==> src/sv/sptst_pkg.sv <==
// shared types and constants for the sorted polynomial term store
`default_nettype none

package sptst_pkg;

  localparam int MAX_TERMS = 16;
  localparam int CNT_W     = (MAX_TERMS > 1) ? $clog2(MAX_TERMS) : 1;
  localparam int EXP_W     = 8;
  localparam int COEF_W    = 32;

  typedef enum logic [1:0] {
    CMD_INSERT = 2'd0,
    CMD_READ   = 2'd1,
    CMD_CLEAR  = 2'd2
  } cmd_t;

  typedef enum logic [2:0] {
    ST_MERGED   = 3'd0,
    ST_INSERTED = 3'd1,
    ST_DROPPED  = 3'd2,
    ST_TERM     = 3'd3,
    ST_EMPTY    = 3'd4,
    ST_CLEARED  = 3'd5
  } status_t;

  typedef enum logic [2:0] {
    OP_HOLD,
    OP_FLAG,
    OP_MERGE,
    OP_INSERT,
    OP_ROTATE,
    OP_CLEAR
  } cell_op_t;

  typedef enum logic [2:0] {
    S_IDLE,
    S_APPLY,
    S_READ,
    S_FLUSH,
    S_CLR
  } state_t;

  typedef struct packed {
    logic                     valid;
    logic [EXP_W-1:0]         expo;
    logic signed [COEF_W-1:0] coef;
  } term_t;

  typedef struct packed {
    cell_op_t                 op;
    logic [EXP_W-1:0]         new_exp;
    logic signed [COEF_W-1:0] new_coef;
  } cell_ctl_t;

endpackage

`default_nettype wire

==> src/sv/sptst_in_if.sv <==
// command channel interface
`default_nettype none

interface sptst_in_if;
  logic                     valid;
  logic                     ready;
  logic [1:0]               command;
  logic signed [31:0]       coefficient;
  logic [7:0]               exponent;

  modport source (output valid, output command, output coefficient, output exponent,
                  input ready);
  modport sink   (input valid, input command, input coefficient, input exponent,
                  output ready);
endinterface

`default_nettype wire

==> src/sv/sptst_out_if.sv <==
// result channel interface
`default_nettype none

interface sptst_out_if;
  logic                     valid;
  logic                     ready;
  logic [2:0]               status;
  logic signed [31:0]       term_coefficient;
  logic [7:0]               term_exponent;
  logic                     last;

  modport source (output valid, output status, output term_coefficient,
                  output term_exponent, output last, input ready);
  modport sink   (input valid, input status, input term_coefficient,
                  input term_exponent, input last, output ready);
endinterface

`default_nettype wire

==> src/sv/sorted_polynomial_term_store.sv <==
// top level: command decode, cell chain and result register
//
// channel   dir  handshake          payload
// in_ch     in   valid/ready        command, coefficient, exponent
// out_ch    out  valid/ready        status, term_coefficient, term_exponent, last
//
// insert: compare flags at accept, then merge or shift-in once the result register is free
// clear: the chain empties at accept, the cleared beat follows; unused command: no beat
// read-out: the chain rotates once around through cell 0
// reset empties the chain at once, no clearing pass
// a stalled result beat holds the chain whenever the next step must emit a beat; a new command waits in idle only
`default_nettype none

module sorted_polynomial_term_store (
  input  wire         clk,
  input  wire         rst_n,
  sptst_in_if.sink    in_ch,
  sptst_out_if.source out_ch
);

  localparam int N = sptst_pkg::MAX_TERMS;

  sptst_pkg::state_t           state_r, state_nxt;
  logic [7:0]                  exp_r;
  logic signed [31:0]          coef_r;
  logic [sptst_pkg::CNT_W-1:0] cnt_r, cnt_nxt;
  sptst_pkg::term_t            pend_r, pend_nxt;
  logic                        out_valid_r, out_valid_nxt;
  sptst_pkg::status_t          out_status_r, out_status_nxt;
  logic signed [31:0]          out_coef_r, out_coef_nxt;
  logic [7:0]                  out_exp_r, out_exp_nxt;
  logic                        out_last_r, out_last_nxt;

  sptst_pkg::cell_ctl_t        ctl;
  sptst_pkg::term_t            cell_q [N];
  logic [N-1:0]                gt_v;
  logic [N-1:0]                eq_v;
  logic [N-1:0]                valid_v;
  logic signed [31:0]          sum_v [N];
  logic signed [31:0]          sum_or;
  logic                        any_eq;
  logic                        full;
  logic                        in_acc;
  logic                        out_free;
  logic                        emit;
  logic                        cand;
  logic                        rotate_ok;
  logic                        cnt_end;

  // cell chain
  for (genvar i = 0; i < N; i++) begin : g_cell
    sptst_pkg::term_t left_t;
    logic             left_gt;
    if (i == 0) begin : g_head
      assign left_t  = '0;
      assign left_gt = 1'b1;
    end else begin : g_body
      assign left_t  = cell_q[i-1];
      assign left_gt = gt_v[i-1];
    end
    sptst_cell u_cell (
      .clk     (clk),
      .rst_n   (rst_n),
      .ctl     (ctl),
      .left    (left_t),
      .left_gt (left_gt),
      .right   (cell_q[(i + 1) % N]),
      .term_o  (cell_q[i]),
      .gt_o    (gt_v[i]),
      .eq_o    (eq_v[i]),
      .sum_o   (sum_v[i])
    );
    assign valid_v[i] = cell_q[i].valid;
  end

  always_comb begin
    sum_or = '0;
    for (int i = 0; i < N; i++) begin
      sum_or = sum_or | sum_v[i];
    end
  end

  assign any_eq    = |eq_v;
  assign full      = cell_q[N-1].valid;
  assign in_acc    = in_ch.valid && in_ch.ready;
  assign out_free  = !out_valid_r || out_ch.ready;
  assign cand      = cell_q[0].valid && (cell_q[0].coef != '0);
  assign rotate_ok = !cand || !pend_r.valid || out_free;
  assign cnt_end   = (cnt_r == sptst_pkg::CNT_W'(N - 1));

  // next state
  always_comb begin
    state_nxt = state_r;
    case (state_r)
      sptst_pkg::S_IDLE: begin
        if (in_acc) begin
          case (in_ch.command)
            sptst_pkg::CMD_INSERT: state_nxt = sptst_pkg::S_APPLY;
            sptst_pkg::CMD_READ:   state_nxt = sptst_pkg::S_READ;
            sptst_pkg::CMD_CLEAR:  state_nxt = sptst_pkg::S_CLR;
            default:               state_nxt = sptst_pkg::S_IDLE;
          endcase
        end
      end
      sptst_pkg::S_APPLY, sptst_pkg::S_CLR, sptst_pkg::S_FLUSH: begin
        if (out_free) state_nxt = sptst_pkg::S_IDLE;
      end
      sptst_pkg::S_READ: begin
        if (rotate_ok && cnt_end) state_nxt = sptst_pkg::S_FLUSH;
      end
      default: state_nxt = sptst_pkg::S_IDLE;
    endcase
  end

  // outputs and datapath control
  always_comb begin
    ctl.op         = sptst_pkg::OP_HOLD;
    ctl.new_exp    = exp_r;
    ctl.new_coef   = coef_r;
    emit           = 1'b0;
    out_status_nxt = out_status_r;
    out_coef_nxt   = out_coef_r;
    out_exp_nxt    = out_exp_r;
    out_last_nxt   = out_last_r;
    cnt_nxt        = cnt_r;
    pend_nxt       = pend_r;
    case (state_r)
      sptst_pkg::S_IDLE: begin
        ctl.new_exp  = in_ch.exponent;
        ctl.new_coef = in_ch.coefficient;
        cnt_nxt      = '0;
        pend_nxt.valid = 1'b0;
        if (in_acc) begin
          case (in_ch.command)
            sptst_pkg::CMD_INSERT: ctl.op = sptst_pkg::OP_FLAG;
            sptst_pkg::CMD_CLEAR:  ctl.op = sptst_pkg::OP_CLEAR;
            default:               ctl.op = sptst_pkg::OP_HOLD;
          endcase
        end
      end
      sptst_pkg::S_APPLY: begin
        if (out_free) begin
          emit         = 1'b1;
          out_exp_nxt  = exp_r;
          out_last_nxt = 1'b1;
          if (any_eq) begin
            ctl.op         = sptst_pkg::OP_MERGE;
            out_status_nxt = sptst_pkg::ST_MERGED;
            out_coef_nxt   = sum_or;
          end else if (full) begin
            out_status_nxt = sptst_pkg::ST_DROPPED;
            out_coef_nxt   = coef_r;
          end else begin
            ctl.op         = sptst_pkg::OP_INSERT;
            out_status_nxt = sptst_pkg::ST_INSERTED;
            out_coef_nxt   = coef_r;
          end
        end
      end
      sptst_pkg::S_CLR: begin
        if (out_free) begin
          emit           = 1'b1;
          out_status_nxt = sptst_pkg::ST_CLEARED;
          out_coef_nxt   = '0;
          out_exp_nxt    = '0;
          out_last_nxt   = 1'b1;
        end
      end
      sptst_pkg::S_READ: begin
        // hold one term back so the final one can carry last
        if (rotate_ok) begin
          ctl.op  = sptst_pkg::OP_ROTATE;
          cnt_nxt = cnt_r + 1'b1;
          if (cand) begin
            pend_nxt = cell_q[0];
            if (pend_r.valid) begin
              emit           = 1'b1;
              out_status_nxt = sptst_pkg::ST_TERM;
              out_coef_nxt   = pend_r.coef;
              out_exp_nxt    = pend_r.expo;
              out_last_nxt   = 1'b0;
            end
          end
        end
      end
      sptst_pkg::S_FLUSH: begin
        if (out_free) begin
          emit         = 1'b1;
          out_last_nxt = 1'b1;
          if (pend_r.valid) begin
            out_status_nxt = sptst_pkg::ST_TERM;
            out_coef_nxt   = pend_r.coef;
            out_exp_nxt    = pend_r.expo;
          end else begin
            out_status_nxt = sptst_pkg::ST_EMPTY;
            out_coef_nxt   = '0;
            out_exp_nxt    = '0;
          end
        end
      end
      default: begin
        ctl.op = sptst_pkg::OP_HOLD;
      end
    endcase
  end

  assign out_valid_nxt = emit ? 1'b1 : (out_ch.ready ? 1'b0 : out_valid_r);

  always_ff @(posedge clk) begin
    if (!rst_n) begin
      state_r      <= sptst_pkg::S_IDLE;
      out_valid_r  <= 1'b0;
      pend_r.valid <= 1'b0;
      cnt_r        <= '0;
    end else begin
      state_r      <= state_nxt;
      out_valid_r  <= out_valid_nxt;
      pend_r.valid <= pend_nxt.valid;
      cnt_r        <= cnt_nxt;
    end
    if (in_acc) begin
      exp_r  <= in_ch.exponent;
      coef_r <= in_ch.coefficient;
    end
    pend_r.expo  <= pend_nxt.expo;
    pend_r.coef  <= pend_nxt.coef;
    out_status_r <= out_status_nxt;
    out_coef_r   <= out_coef_nxt;
    out_exp_r    <= out_exp_nxt;
    out_last_r   <= out_last_nxt;
  end

  assign in_ch.ready             = (state_r == sptst_pkg::S_IDLE);
  assign out_ch.valid            = out_valid_r;
  assign out_ch.status           = out_status_r;
  assign out_ch.term_coefficient = out_coef_r;
  assign out_ch.term_exponent    = out_exp_r;
  assign out_ch.last             = out_last_r;

  // valid entries form a prefix of the chain whenever it is not mid-rotation
  a_prefix: assert property (@(posedge clk) disable iff (!rst_n)
    (state_r != sptst_pkg::S_READ) |-> (((valid_v >> 1) & ~valid_v) == '0))
    else $error("valid entries not packed at the front");

  // at most one cell can hold the inserted exponent
  a_one_match: assert property (@(posedge clk) disable iff (!rst_n)
    (state_r == sptst_pkg::S_APPLY) |-> $onehot0(eq_v))
    else $error("duplicate exponent in chain");

  // a clear command empties the chain on the next edge
  a_clear: assert property (@(posedge clk) disable iff (!rst_n)
    (in_acc && in_ch.command == sptst_pkg::CMD_CLEAR) |=> (valid_v == '0))
    else $error("chain not empty after clear");

  // the read-out rotation never changes the number of stored terms
  a_rotate: assert property (@(posedge clk) disable iff (!rst_n)
    (state_r == sptst_pkg::S_READ) |=> ($countones(valid_v) == $countones($past(valid_v))))
    else $error("read-out changed stored term count");

endmodule

`default_nettype wire

==> src/sv/sptst_cell.sv <==
// one slot of the term chain: compare flags, merge, shift-in, rotate and clear
`default_nettype none

module sptst_cell (
  input  wire                         clk,
  input  wire                         rst_n,
  input  wire sptst_pkg::cell_ctl_t   ctl,
  input  wire sptst_pkg::term_t       left,
  input  wire                         left_gt,
  input  wire sptst_pkg::term_t       right,
  output sptst_pkg::term_t            term_o,
  output logic                        gt_o,
  output logic                        eq_o,
  output logic signed [31:0]          sum_o
);

  sptst_pkg::term_t            term_r, term_nxt;
  logic                        gt_r, gt_nxt;
  logic                        eq_r, eq_nxt;
  logic signed [31:0]          sum;

  assign sum = term_r.coef + ctl.new_coef;

  always_comb begin
    term_nxt = term_r;
    gt_nxt   = gt_r;
    eq_nxt   = eq_r;
    case (ctl.op)
      sptst_pkg::OP_FLAG: begin
        gt_nxt = term_r.valid && (term_r.expo > ctl.new_exp);
        eq_nxt = term_r.valid && (term_r.expo == ctl.new_exp);
      end
      sptst_pkg::OP_MERGE: begin
        if (eq_r) begin
          term_nxt.coef = sum;
        end
      end
      sptst_pkg::OP_INSERT: begin
        // cells above the new exponent stay; the first one below takes the term, the rest shift in from the left
        if (!gt_r) begin
          if (left_gt) begin
            term_nxt.valid = 1'b1;
            term_nxt.expo  = ctl.new_exp;
            term_nxt.coef  = ctl.new_coef;
          end else begin
            term_nxt = left;
          end
        end
      end
      sptst_pkg::OP_ROTATE: begin
        term_nxt = right;
      end
      sptst_pkg::OP_CLEAR: begin
        term_nxt.valid = 1'b0;
      end
      default: begin
        term_nxt = term_r;
      end
    endcase
  end

  always_ff @(posedge clk) begin
    if (!rst_n) begin
      term_r.valid <= 1'b0;
      gt_r         <= 1'b0;
      eq_r         <= 1'b0;
    end else begin
      term_r.valid <= term_nxt.valid;
      gt_r         <= gt_nxt;
      eq_r         <= eq_nxt;
    end
    term_r.expo <= term_nxt.expo;
    term_r.coef <= term_nxt.coef;
  end

  assign term_o = term_r;
  assign gt_o   = gt_r;
  assign eq_o   = eq_r;
  assign sum_o  = eq_r ? sum : '0;

endmodule

`default_nettype wire

==> src/flat_wrapper.sv <==
// flat-port wrapper written by rule: the top's interface ports become plain ports
module sorted_polynomial_term_store_flat 
  (clk, rst_n, in_ch_valid, in_ch_command, in_ch_coefficient, in_ch_exponent, in_ch_ready, out_ch_valid, out_ch_status, out_ch_term_coefficient, out_ch_term_exponent, out_ch_last, out_ch_ready);
  sptst_in_if in_ch_i ();
  sptst_out_if out_ch_i ();
  input  wire clk;
  input  wire rst_n;
  input wire logic [$bits(in_ch_i.valid)-1:0] in_ch_valid;
  input wire logic [$bits(in_ch_i.command)-1:0] in_ch_command;
  input wire logic [$bits(in_ch_i.coefficient)-1:0] in_ch_coefficient;
  input wire logic [$bits(in_ch_i.exponent)-1:0] in_ch_exponent;
  output wire logic [$bits(in_ch_i.ready)-1:0] in_ch_ready;
  output wire logic [$bits(out_ch_i.valid)-1:0] out_ch_valid;
  output wire logic [$bits(out_ch_i.status)-1:0] out_ch_status;
  output wire logic [$bits(out_ch_i.term_coefficient)-1:0] out_ch_term_coefficient;
  output wire logic [$bits(out_ch_i.term_exponent)-1:0] out_ch_term_exponent;
  output wire logic [$bits(out_ch_i.last)-1:0] out_ch_last;
  input wire logic [$bits(out_ch_i.ready)-1:0] out_ch_ready;
  assign in_ch_i.valid = in_ch_valid;
  assign in_ch_i.command = in_ch_command;
  assign in_ch_i.coefficient = in_ch_coefficient;
  assign in_ch_i.exponent = in_ch_exponent;
  assign in_ch_ready = in_ch_i.ready;
  assign out_ch_valid = out_ch_i.valid;
  assign out_ch_status = out_ch_i.status;
  assign out_ch_term_coefficient = out_ch_i.term_coefficient;
  assign out_ch_term_exponent = out_ch_i.term_exponent;
  assign out_ch_last = out_ch_i.last;
  assign out_ch_i.ready = out_ch_ready;
  sorted_polynomial_term_store u_core (.clk(clk), .rst_n(rst_n), .in_ch(in_ch_i), .out_ch(out_ch_i));
endmodule
==> config.mk <==
export PLATFORM = sky130hd
export DESIGN_NAME = sorted_polynomial_term_store_flat
export DESIGN_NICKNAME = d
export VERILOG_FILES = /design/src/sv/sptst_pkg.sv /design/src/sv/sptst_in_if.sv /design/src/sv/sptst_out_if.sv /design/src/sv/sorted_polynomial_term_store.sv /design/src/sv/sptst_cell.sv /design/src/flat_wrapper.sv
export SDC_FILE = /design/constraint.sdc
export NUM_CORES = 2
export LEC_CHECK = 0
export BUFFER_PORTS_ARGS = -buffer_cell sky130_fd_sc_hd__buf_4
export CAP_MARGIN = 20
export CORE_MARGIN = 3
export CORE_UTILIZATION = 45
export CTS_CLUSTER_DIAMETER = 100
export DETAILED_ROUTE_END_ITERATION = 8
export MAX_ROUTING_LAYER = met4
export PLACE_DENSITY = 0.57
export SYNTH_ARGS = -nofsm -noshare
export SYNTH_HDL_FRONTEND = slang
export SYNTH_SLANG_ARGS = --single-unit
==> constraint.sdc <==
create_clock -name clk -period 6.97 [get_ports clk]
set_input_delay 0.3485 -clock clk [delete_from_list [all_inputs] [get_ports clk]]
set_output_delay 0.3485 -clock clk [all_outputs]
set_load 0.01 [all_outputs]
* After elaboration in Yosys (flattened, before gate mapping) *
Index checks and enable logic that the tools add are counted.
W data, S select, Z words.

storage, ports and cells
  bits in registers = 821
  input bits = 46
  output and inout bits = 46
  logic and storage cells = 484

operators by class
  $add $sub $neg = 17
  $lt $le $gt $ge = 16
  eq/ne operators = 69
  multiplexer cells = 168
  bitwise logic cells = 15
  reduce and logical (&&, ||, !) cells = 107

operator list
  operator              count
  $pmux W32 S3          16
  $mux W41              33
  $mux W32              40
  $add A32 B32 Y32      16
  $or A32 B32 Y32       15
  $pmux W8 S2           16
  $eq A8 B8 Y1          16
  $gt A8 B8 Y1          16
  $pmux W32 S4          1
  $ne A2 B2 Y1 const B  33
  $reduce_and A2 Y1     33
  $reduce_and A3 Y1     19
  $mux W8               7
  $pmux W1 S3           16
  $mux W3               15
  $mux W40              1
  $logic_and A1 B1 Y1   35
  $pmux W8 S4           1
  $reduce_bool A32 Y1   1
  $pmux W3 S3           3
  $ne A2 B1 Y1 const B  8
  $reduce_or A16 Y1     1
  $eq A3 B2 Y1 const B  4
  $pmux W3 S4           1
  22 further kinds      45

* Depth between registers and ports, before layout *
  depth after elaboration = 22
  mapped depth = 21
  mapped depth without buffers = 17

* Hierarchy *
A second synthesis with hierarchy kept.

unflattened totals
  cell total of the unflattened synthesis = 8,992
  area, all modules = 80,637.3 um^2

by module, submodules not included
  module                                      instances  cells each  area an instance (um^2)  sequential area each (um^2)
  sptst_cell at u_core.g_cell[14].u_cell ...  6          513         4,599.4                  1,261.2
  sptst_cell at u_core.g_cell[5].u_cell ...   4          535         4,700.8                  1,261.2
  sptst_cell at u_core.g_cell[0].u_cell ...   4          520         4,536.9                  1,261.2
  sorted_polynomial_term_store                1          629         6,760.2                  3,903.7
  sptst_cell at u_core.g_cell[13].u_cell      1          543         4,687.0                  1,261.2
  sptst_cell at u_core.g_cell[9].u_cell       1          522         4,643.2                  1,261.2

* Worst setup path after synthesis *
OpenSTA, ideal clock, no wires.

  path kind = flip-flop to flip-flop
  from = reg u_core.state_r[0]
  to = reg u_core.out_coef_r[25] (netlist: u_core.out_ch.term_coefficient[25]), data pin
  setup time = 264 ps
  arrival time = 6,121 ps
  required time = 6,706 ps
  path slack = 585 ps
  stages on the path, launching flop included = 20
  path buffers = 4
  period minus slack after synthesis = 6,385 ps
  cells stage by stage = dfxtp_1 -> clkbuf_1 -> or3_1 -> buf_2 -> buf_1 -> mux2i_1 -> clkbuf_1 -> inv_1 -> ha_1 -> a211o_1 -> a211oi_2 -> o32ai_1 -> o21ai_2 -> o21ai_1 -> a21o_1 -> a21oi_1 -> xnor2_1 -> a221o_1 -> or4_1 -> o41a_1

on the way
  cells in the longest elaborated chain, start to end = 22
  elaborated cells on any way between the ends = 56
  classes of those cells = 16 x add/sub; 4 x eq/ne; 20 x mux; 15 x bitwise; 1 x reduce/logical

ends and longest elaborated chain
  element                            RTL line                             source
  start, declared                    sorted_polynomial_term_store.sv:23   sptst_pkg::state_t state_r, state_nxt;
  start signal, assigned             sorted_polynomial_term_store.sv:211  state_r <= sptst_pkg::S_IDLE;
  start signal, assigned             sorted_polynomial_term_store.sv:216  state_r <= state_nxt;
  $logic_not A3 Y1                   sorted_polynomial_term_store.sv:127  case (state_r)
  $mux W40                           sorted_polynomial_term_store.sv:127
  $add A32 B32 Y32                   sptst_cell.sv:22                     assign sum = term_r.coef + ctl.new_coef;
  $mux W32                           sptst_cell.sv:79                     assign sum_o = eq_r ? sum : '0;
  $or A32 B32 Y32 (15 in a row)      sorted_polynomial_term_store.sv:79   sum_or = sum_or | sum_v[i];
  $mux W32                           sorted_polynomial_term_store.sv:146  if (any_eq) begin
  $mux W32                           sorted_polynomial_term_store.sv:142  if (out_free) begin
  $pmux W32 S4 (*)                   sorted_polynomial_term_store.sv:127
  named net u_core.out_coef_nxt[25]  sorted_polynomial_term_store.sv:30   logic signed [31:0] out_coef_r, out_coef_nxt;
  end signal, assigned               sorted_polynomial_term_store.sv:228  out_coef_r <= out_coef_nxt;
  end, declared                      sorted_polynomial_term_store.sv:30

The timed path passes the listed nets; every way through them passes the cells marked *. The select of a mux whose other input is x is not followed.
A chain may end at the register's enable or synchronous reset.

* Final worst setup path *
  from = reg u_core.state_r[2]
  to = reg u_core.out_coef_r[29] (netlist: u_core.out_ch.term_coefficient[29]), data pin

The elaborated chain is that of the path after synthesis.

==> qor.csv <==
metric,value,unit
seq_power_share,0.264,
synth_sequential_area_ratio,0.329,
finalClockSkew,74.4,ps
synth_enable_flop_cells,764,
placement_rows,147,
die_area,168000,um^2
num-fill-cells,15300,
detail_route.first_pass.iterations,9,
crit_path_start_kind,flop,
place.gp.congestion,1.21,
netlist_top_cells_area,"sky130_fd_sc_hd__edfxtp_1 (31%), sky130_fd_sc_hd__ha_1 (11%), sky130_fd_sc_hd__o21ai_0 (7.2%)",
grt.overflow.total,0,
place_inst,10600,
cts.htree.levels,3,
synth_area_per_cell,8.53,um^2
drt_wl_total,421,mm
max-clock-path-buffers,3,
insertion_delay,820,ps
clkSinkCount,821,
setup_slack,-144,ps
netSwitchingPower,14600,uW
slew_viol_final,0,
critical_path_arrival,7640,ps
cp_max_fo,19,
netlist_area,73200,um^2
tritoncts,built,
peak_supply_drop,0.236,mV
path_class,reg -> reg,
setup.reg_to_reg.worst_slack,-140,ps
post-synth-top-area-fraction,0.313,
synth_top_area_cell,sky130_fd_sc_hd__edfxtp_1,
max_cap_violations,0,
outcome,"finished, violations left",
grt_start_max_net_pins,253,
drive_above_1_share,0.0888,
comb_power_share,0.541,
synth_flop_cell,sky130_fd_sc_hd__edfxtp_1,
avgViaCountPerCell,7.31,
cp-startpoint,u_core.state_r[2],
critPathRequiredTime,7500,ps
power.static_leakage,0.0304,uW
intPower,15300,uW
detailedRoute.firstIterationViolations,15000,
layout_min_cycle_time,7110,ps
number_of_primary_i_o_pins,92,
timing.slew.headroom,0.101,
min_path_type,in -> reg,
antenna_violating_nets_post_route,0,
mappedNetlistNets,9279,
syn_to_final_growth,11.9,%
via_count_of_the_first_global_routing_pass,71600,
fin_tns_setup,-144,ps
report.final.setup_viol,1,
clock_slew_seen_by_the_registers_of_the_worst_setup_and_hold_paths,60,ps
io_buffers,91,
start_util,0.454,
hold_violations,0,
stdcell_count,10900,
coreArea,161000,um^2
post-route-drc-count,4,
flop_and_latch_count_out_of_synthesis,821,
synth_cell_types,92,
rr_endpoint,u_core.out_ch.term_coefficient[29],
worst-r2r-cell-count,18,
end_kind,flop,
cts_buf_count,106,
power.share.switching,0.488,
violations,"design-rule violations, negative setup slack",
floorplan.die.width,409,um
max_freq,141,MHz
powerDensity,365,nW/um^2
design.final.nets,9317,
max_slew.worst_pin.slew,1350,ps
rsz0062_at_grt,no,
synthArstFlopShare,0,
detailed_place_hpwl,314,mm
die_height,409,um
timing.rr.start,u_core.state_r[2],
clock_power_share,0.195,
endpoint_of_the_most_critical_setup_path,u_core.out_ch.term_coefficient[29],
grt.total_usage,0.494,
wl_per_cell,38.6,um
synth_warnings,0,
clockRootBuffer,sky130_fd_sc_hd__clkbuf_16,
antenna_found_initial,25,
syn-instance-count,8584,
global_route_wire_length_before_repair,572,mm
period_share,1.02,
dr_total_vias,79700,
==> per-stage QoR <==
step / hold slack, ps / cell area (um^2) / util / setup WS, ps / total power, uW
after floorplan: 447 / 73200 / - / 585 / 16600
after global placement: 475 / 77700 / 0.482 / -718 / 22800
after detailed placement: 475 / 77700 / 0.482 / -232 / 22900
after CTS: 10.6 / 81700 / 0.507 / 411 / 28800
after global routing: 70.4 / 81900 / 0.508 / 83.9 / 30500
final: 42.3 / 81900 / 0.508 / -144 / 29900
==> worst max-delay path, cell delays in order (launching register included) <==
cell	delay, ps
sky130_fd_sc_hd__dfxtp_1	380
sky130_fd_sc_hd__or3_4	430
sky130_fd_sc_hd__buf_12	190
sky130_fd_sc_hd__mux2i_2	240
sky130_fd_sc_hd__inv_1	470
sky130_fd_sc_hd__ha_1	600
sky130_fd_sc_hd__and3_1	610
sky130_fd_sc_hd__and3_1	280
sky130_fd_sc_hd__nor3b_1	400
sky130_fd_sc_hd__buf_4	270
sky130_fd_sc_hd__o31ai_1	110
sky130_fd_sc_hd__buf_4	170
sky130_fd_sc_hd__a21boi_1	580
sky130_fd_sc_hd__buf_4	330
sky130_fd_sc_hd__a21bo_2	250
sky130_fd_sc_hd__a41oi_1	210
sky130_fd_sc_hd__xnor2_1	630
sky130_fd_sc_hd__o22ai_1	260
sky130_fd_sc_hd__o31a_1	330
==> metal layers <==
metal  GRT usage  wire length, um  part of all wire
met1       0.634           159000              0.38
met2       0.635           160000              0.38
met3       0.186            66200              0.16
met4       0.328            35200             0.084
met5           -                0                 0
==> power groups by stage <==
stage | Combinational [uW] | Sequential, uW | Clock (uW)
after floorplan | 9210 | 7420 | 0
after global placement | 14900 | 7890 | 0
after detailed placement | 15000 | 7890 | 0
after CTS | 15200 | 7790 | 5800
after global routing | 16700 | 7870 | 5990
final | 16200 | 7880 | 5840
==> cell usage after synthesis (20+ instances only) <==
cell,count
sky130_fd_sc_hd__a21boi_0,48
sky130_fd_sc_hd__o211a_1,24
sky130_fd_sc_hd__o21ai_0,1054
sky130_fd_sc_hd__a2111oi_0,20
sky130_fd_sc_hd__o211ai_1,90
sky130_fd_sc_hd__a211o_1,21
sky130_fd_sc_hd__a211oi_1,479
sky130_fd_sc_hd__nand2b_1,94
sky130_fd_sc_hd__nor2_1,767
sky130_fd_sc_hd__ha_1,633
sky130_fd_sc_hd__nand4_1,101
sky130_fd_sc_hd__xnor2_1,276
sky130_fd_sc_hd__nor4_1,38
sky130_fd_sc_hd__nand2_1,743
sky130_fd_sc_hd__o221ai_1,46
sky130_fd_sc_hd__o22ai_1,70
sky130_fd_sc_hd__mux2i_1,65
sky130_fd_sc_hd__a21oi_1,825
sky130_fd_sc_hd__xor2_1,203
sky130_fd_sc_hd__a22oi_1,88
sky130_fd_sc_hd__nor3_1,66
sky130_fd_sc_hd__o21a_1,75
sky130_fd_sc_hd__nor2b_1,65
sky130_fd_sc_hd__and3_1,46
sky130_fd_sc_hd__or3_1,23
sky130_fd_sc_hd__buf_1,48
sky130_fd_sc_hd__o21bai_1,65
sky130_fd_sc_hd__o2111ai_1,25
sky130_fd_sc_hd__nand3b_1,21
sky130_fd_sc_hd__o31ai_1,28
sky130_fd_sc_hd__nand3_1,111
sky130_fd_sc_hd__inv_1,187
sky130_fd_sc_hd__a21o_1,235
sky130_fd_sc_hd__edfxtp_1,764
sky130_fd_sc_hd__a41oi_1,26
sky130_fd_sc_hd__or2_2,31
sky130_fd_sc_hd__a31oi_1,67
sky130_fd_sc_hd__clkbuf_1,505
sky130_fd_sc_hd__dfxtp_1,57
sky130_fd_sc_hd__a221o_1,99
sky130_fd_sc_hd__and2_1,36
==> timing repair <==
item / CTS / global route
hold buffers: 44 / 0
setup buffers: 3 / 0
setup endpoints to repair: 6 / 0
endpoints found under the hold margin: 44 / 0
resized for setup: 1 / 0
==> how the worst min path moves through the flow <==
stage,startpoint,endpoint,slack [ps],cells after the start
floorplan,in_ch_coefficient[0],u_core.coef_r[0],450,0
global placement,u_core.g_cell[0].u_cell.term_o[32],u_core.pend_r[32],470,0
detailed placement,u_core.g_cell[0].u_cell.term_o[32],u_core.pend_r[32],470,0
CTS,in_ch_valid,u_core.state_r[2],10,4
global route,in_ch_valid,u_core.state_r[2],70,4
finish,in_ch_valid,u_core.state_r[2],40,4
==> state kept, by name, indices dropped and copies added, names as in the netlist, 4 cells and up <==
register and count:
u_core.coef_r 32, u_core.g_cell.u_cell.term_o 656, u_core.g_cell.u_cell.eq_o 16, u_core.cnt_r 4
u_core.out_ch.term_exponent 8, u_core.g_cell.u_cell.gt_o 16, u_core.out_ch.term_coefficient 32, u_core.exp_r 8
u_core.pend_r 41
==> layout make-up <==
class | count | area (um^2) | area share
multi-input cells | 7015 | 46800 | 0.572
flip-flops and latches | 821 | 24100 | 0.295
clock inverters | 49 | 528 | 0.00645
well taps | 2160 | 2700 | 0.0330
clock buffers | 146 | 3000 | 0.0366
diodes | 39 | 97.6 | 0.00119
repair buffers | 489 | 3910 | 0.0477
inverters | 189 | 709 | 0.00866
==> cells by family after synthesis <==
kind of cell	after synthesis	synth area share
buffers and inverters	748	0.0385
xor gates and xnor gates	479	0.0573
muxes	73	0.0103
DFF	821	0.329
adders and majority gates	649	0.113
AOI/OAI and AO/OA	3594	0.314
and+or+nand+nor	2220	0.138
==> layout by cell type (no fill, tap or decap), types with 101 or more instances in the layout <==
cell / instances
sky130_fd_sc_hd__o21ai_0: 1054
sky130_fd_sc_hd__a21oi_1: 824
sky130_fd_sc_hd__edfxtp_1: 764
sky130_fd_sc_hd__nor2_1: 763
sky130_fd_sc_hd__nand2_1: 740
sky130_fd_sc_hd__ha_1: 633
sky130_fd_sc_hd__a211oi_1: 463
sky130_fd_sc_hd__buf_4: 413
sky130_fd_sc_hd__xnor2_1: 276
sky130_fd_sc_hd__a21o_1: 235
sky130_fd_sc_hd__xor2_1: 203
sky130_fd_sc_hd__inv_1: 187
sky130_fd_sc_hd__nand3_1: 111
sky130_fd_sc_hd__clkbuf_16: 110
sky130_fd_sc_hd__nand4_1: 101
Power figures use the tool's default switching activity.
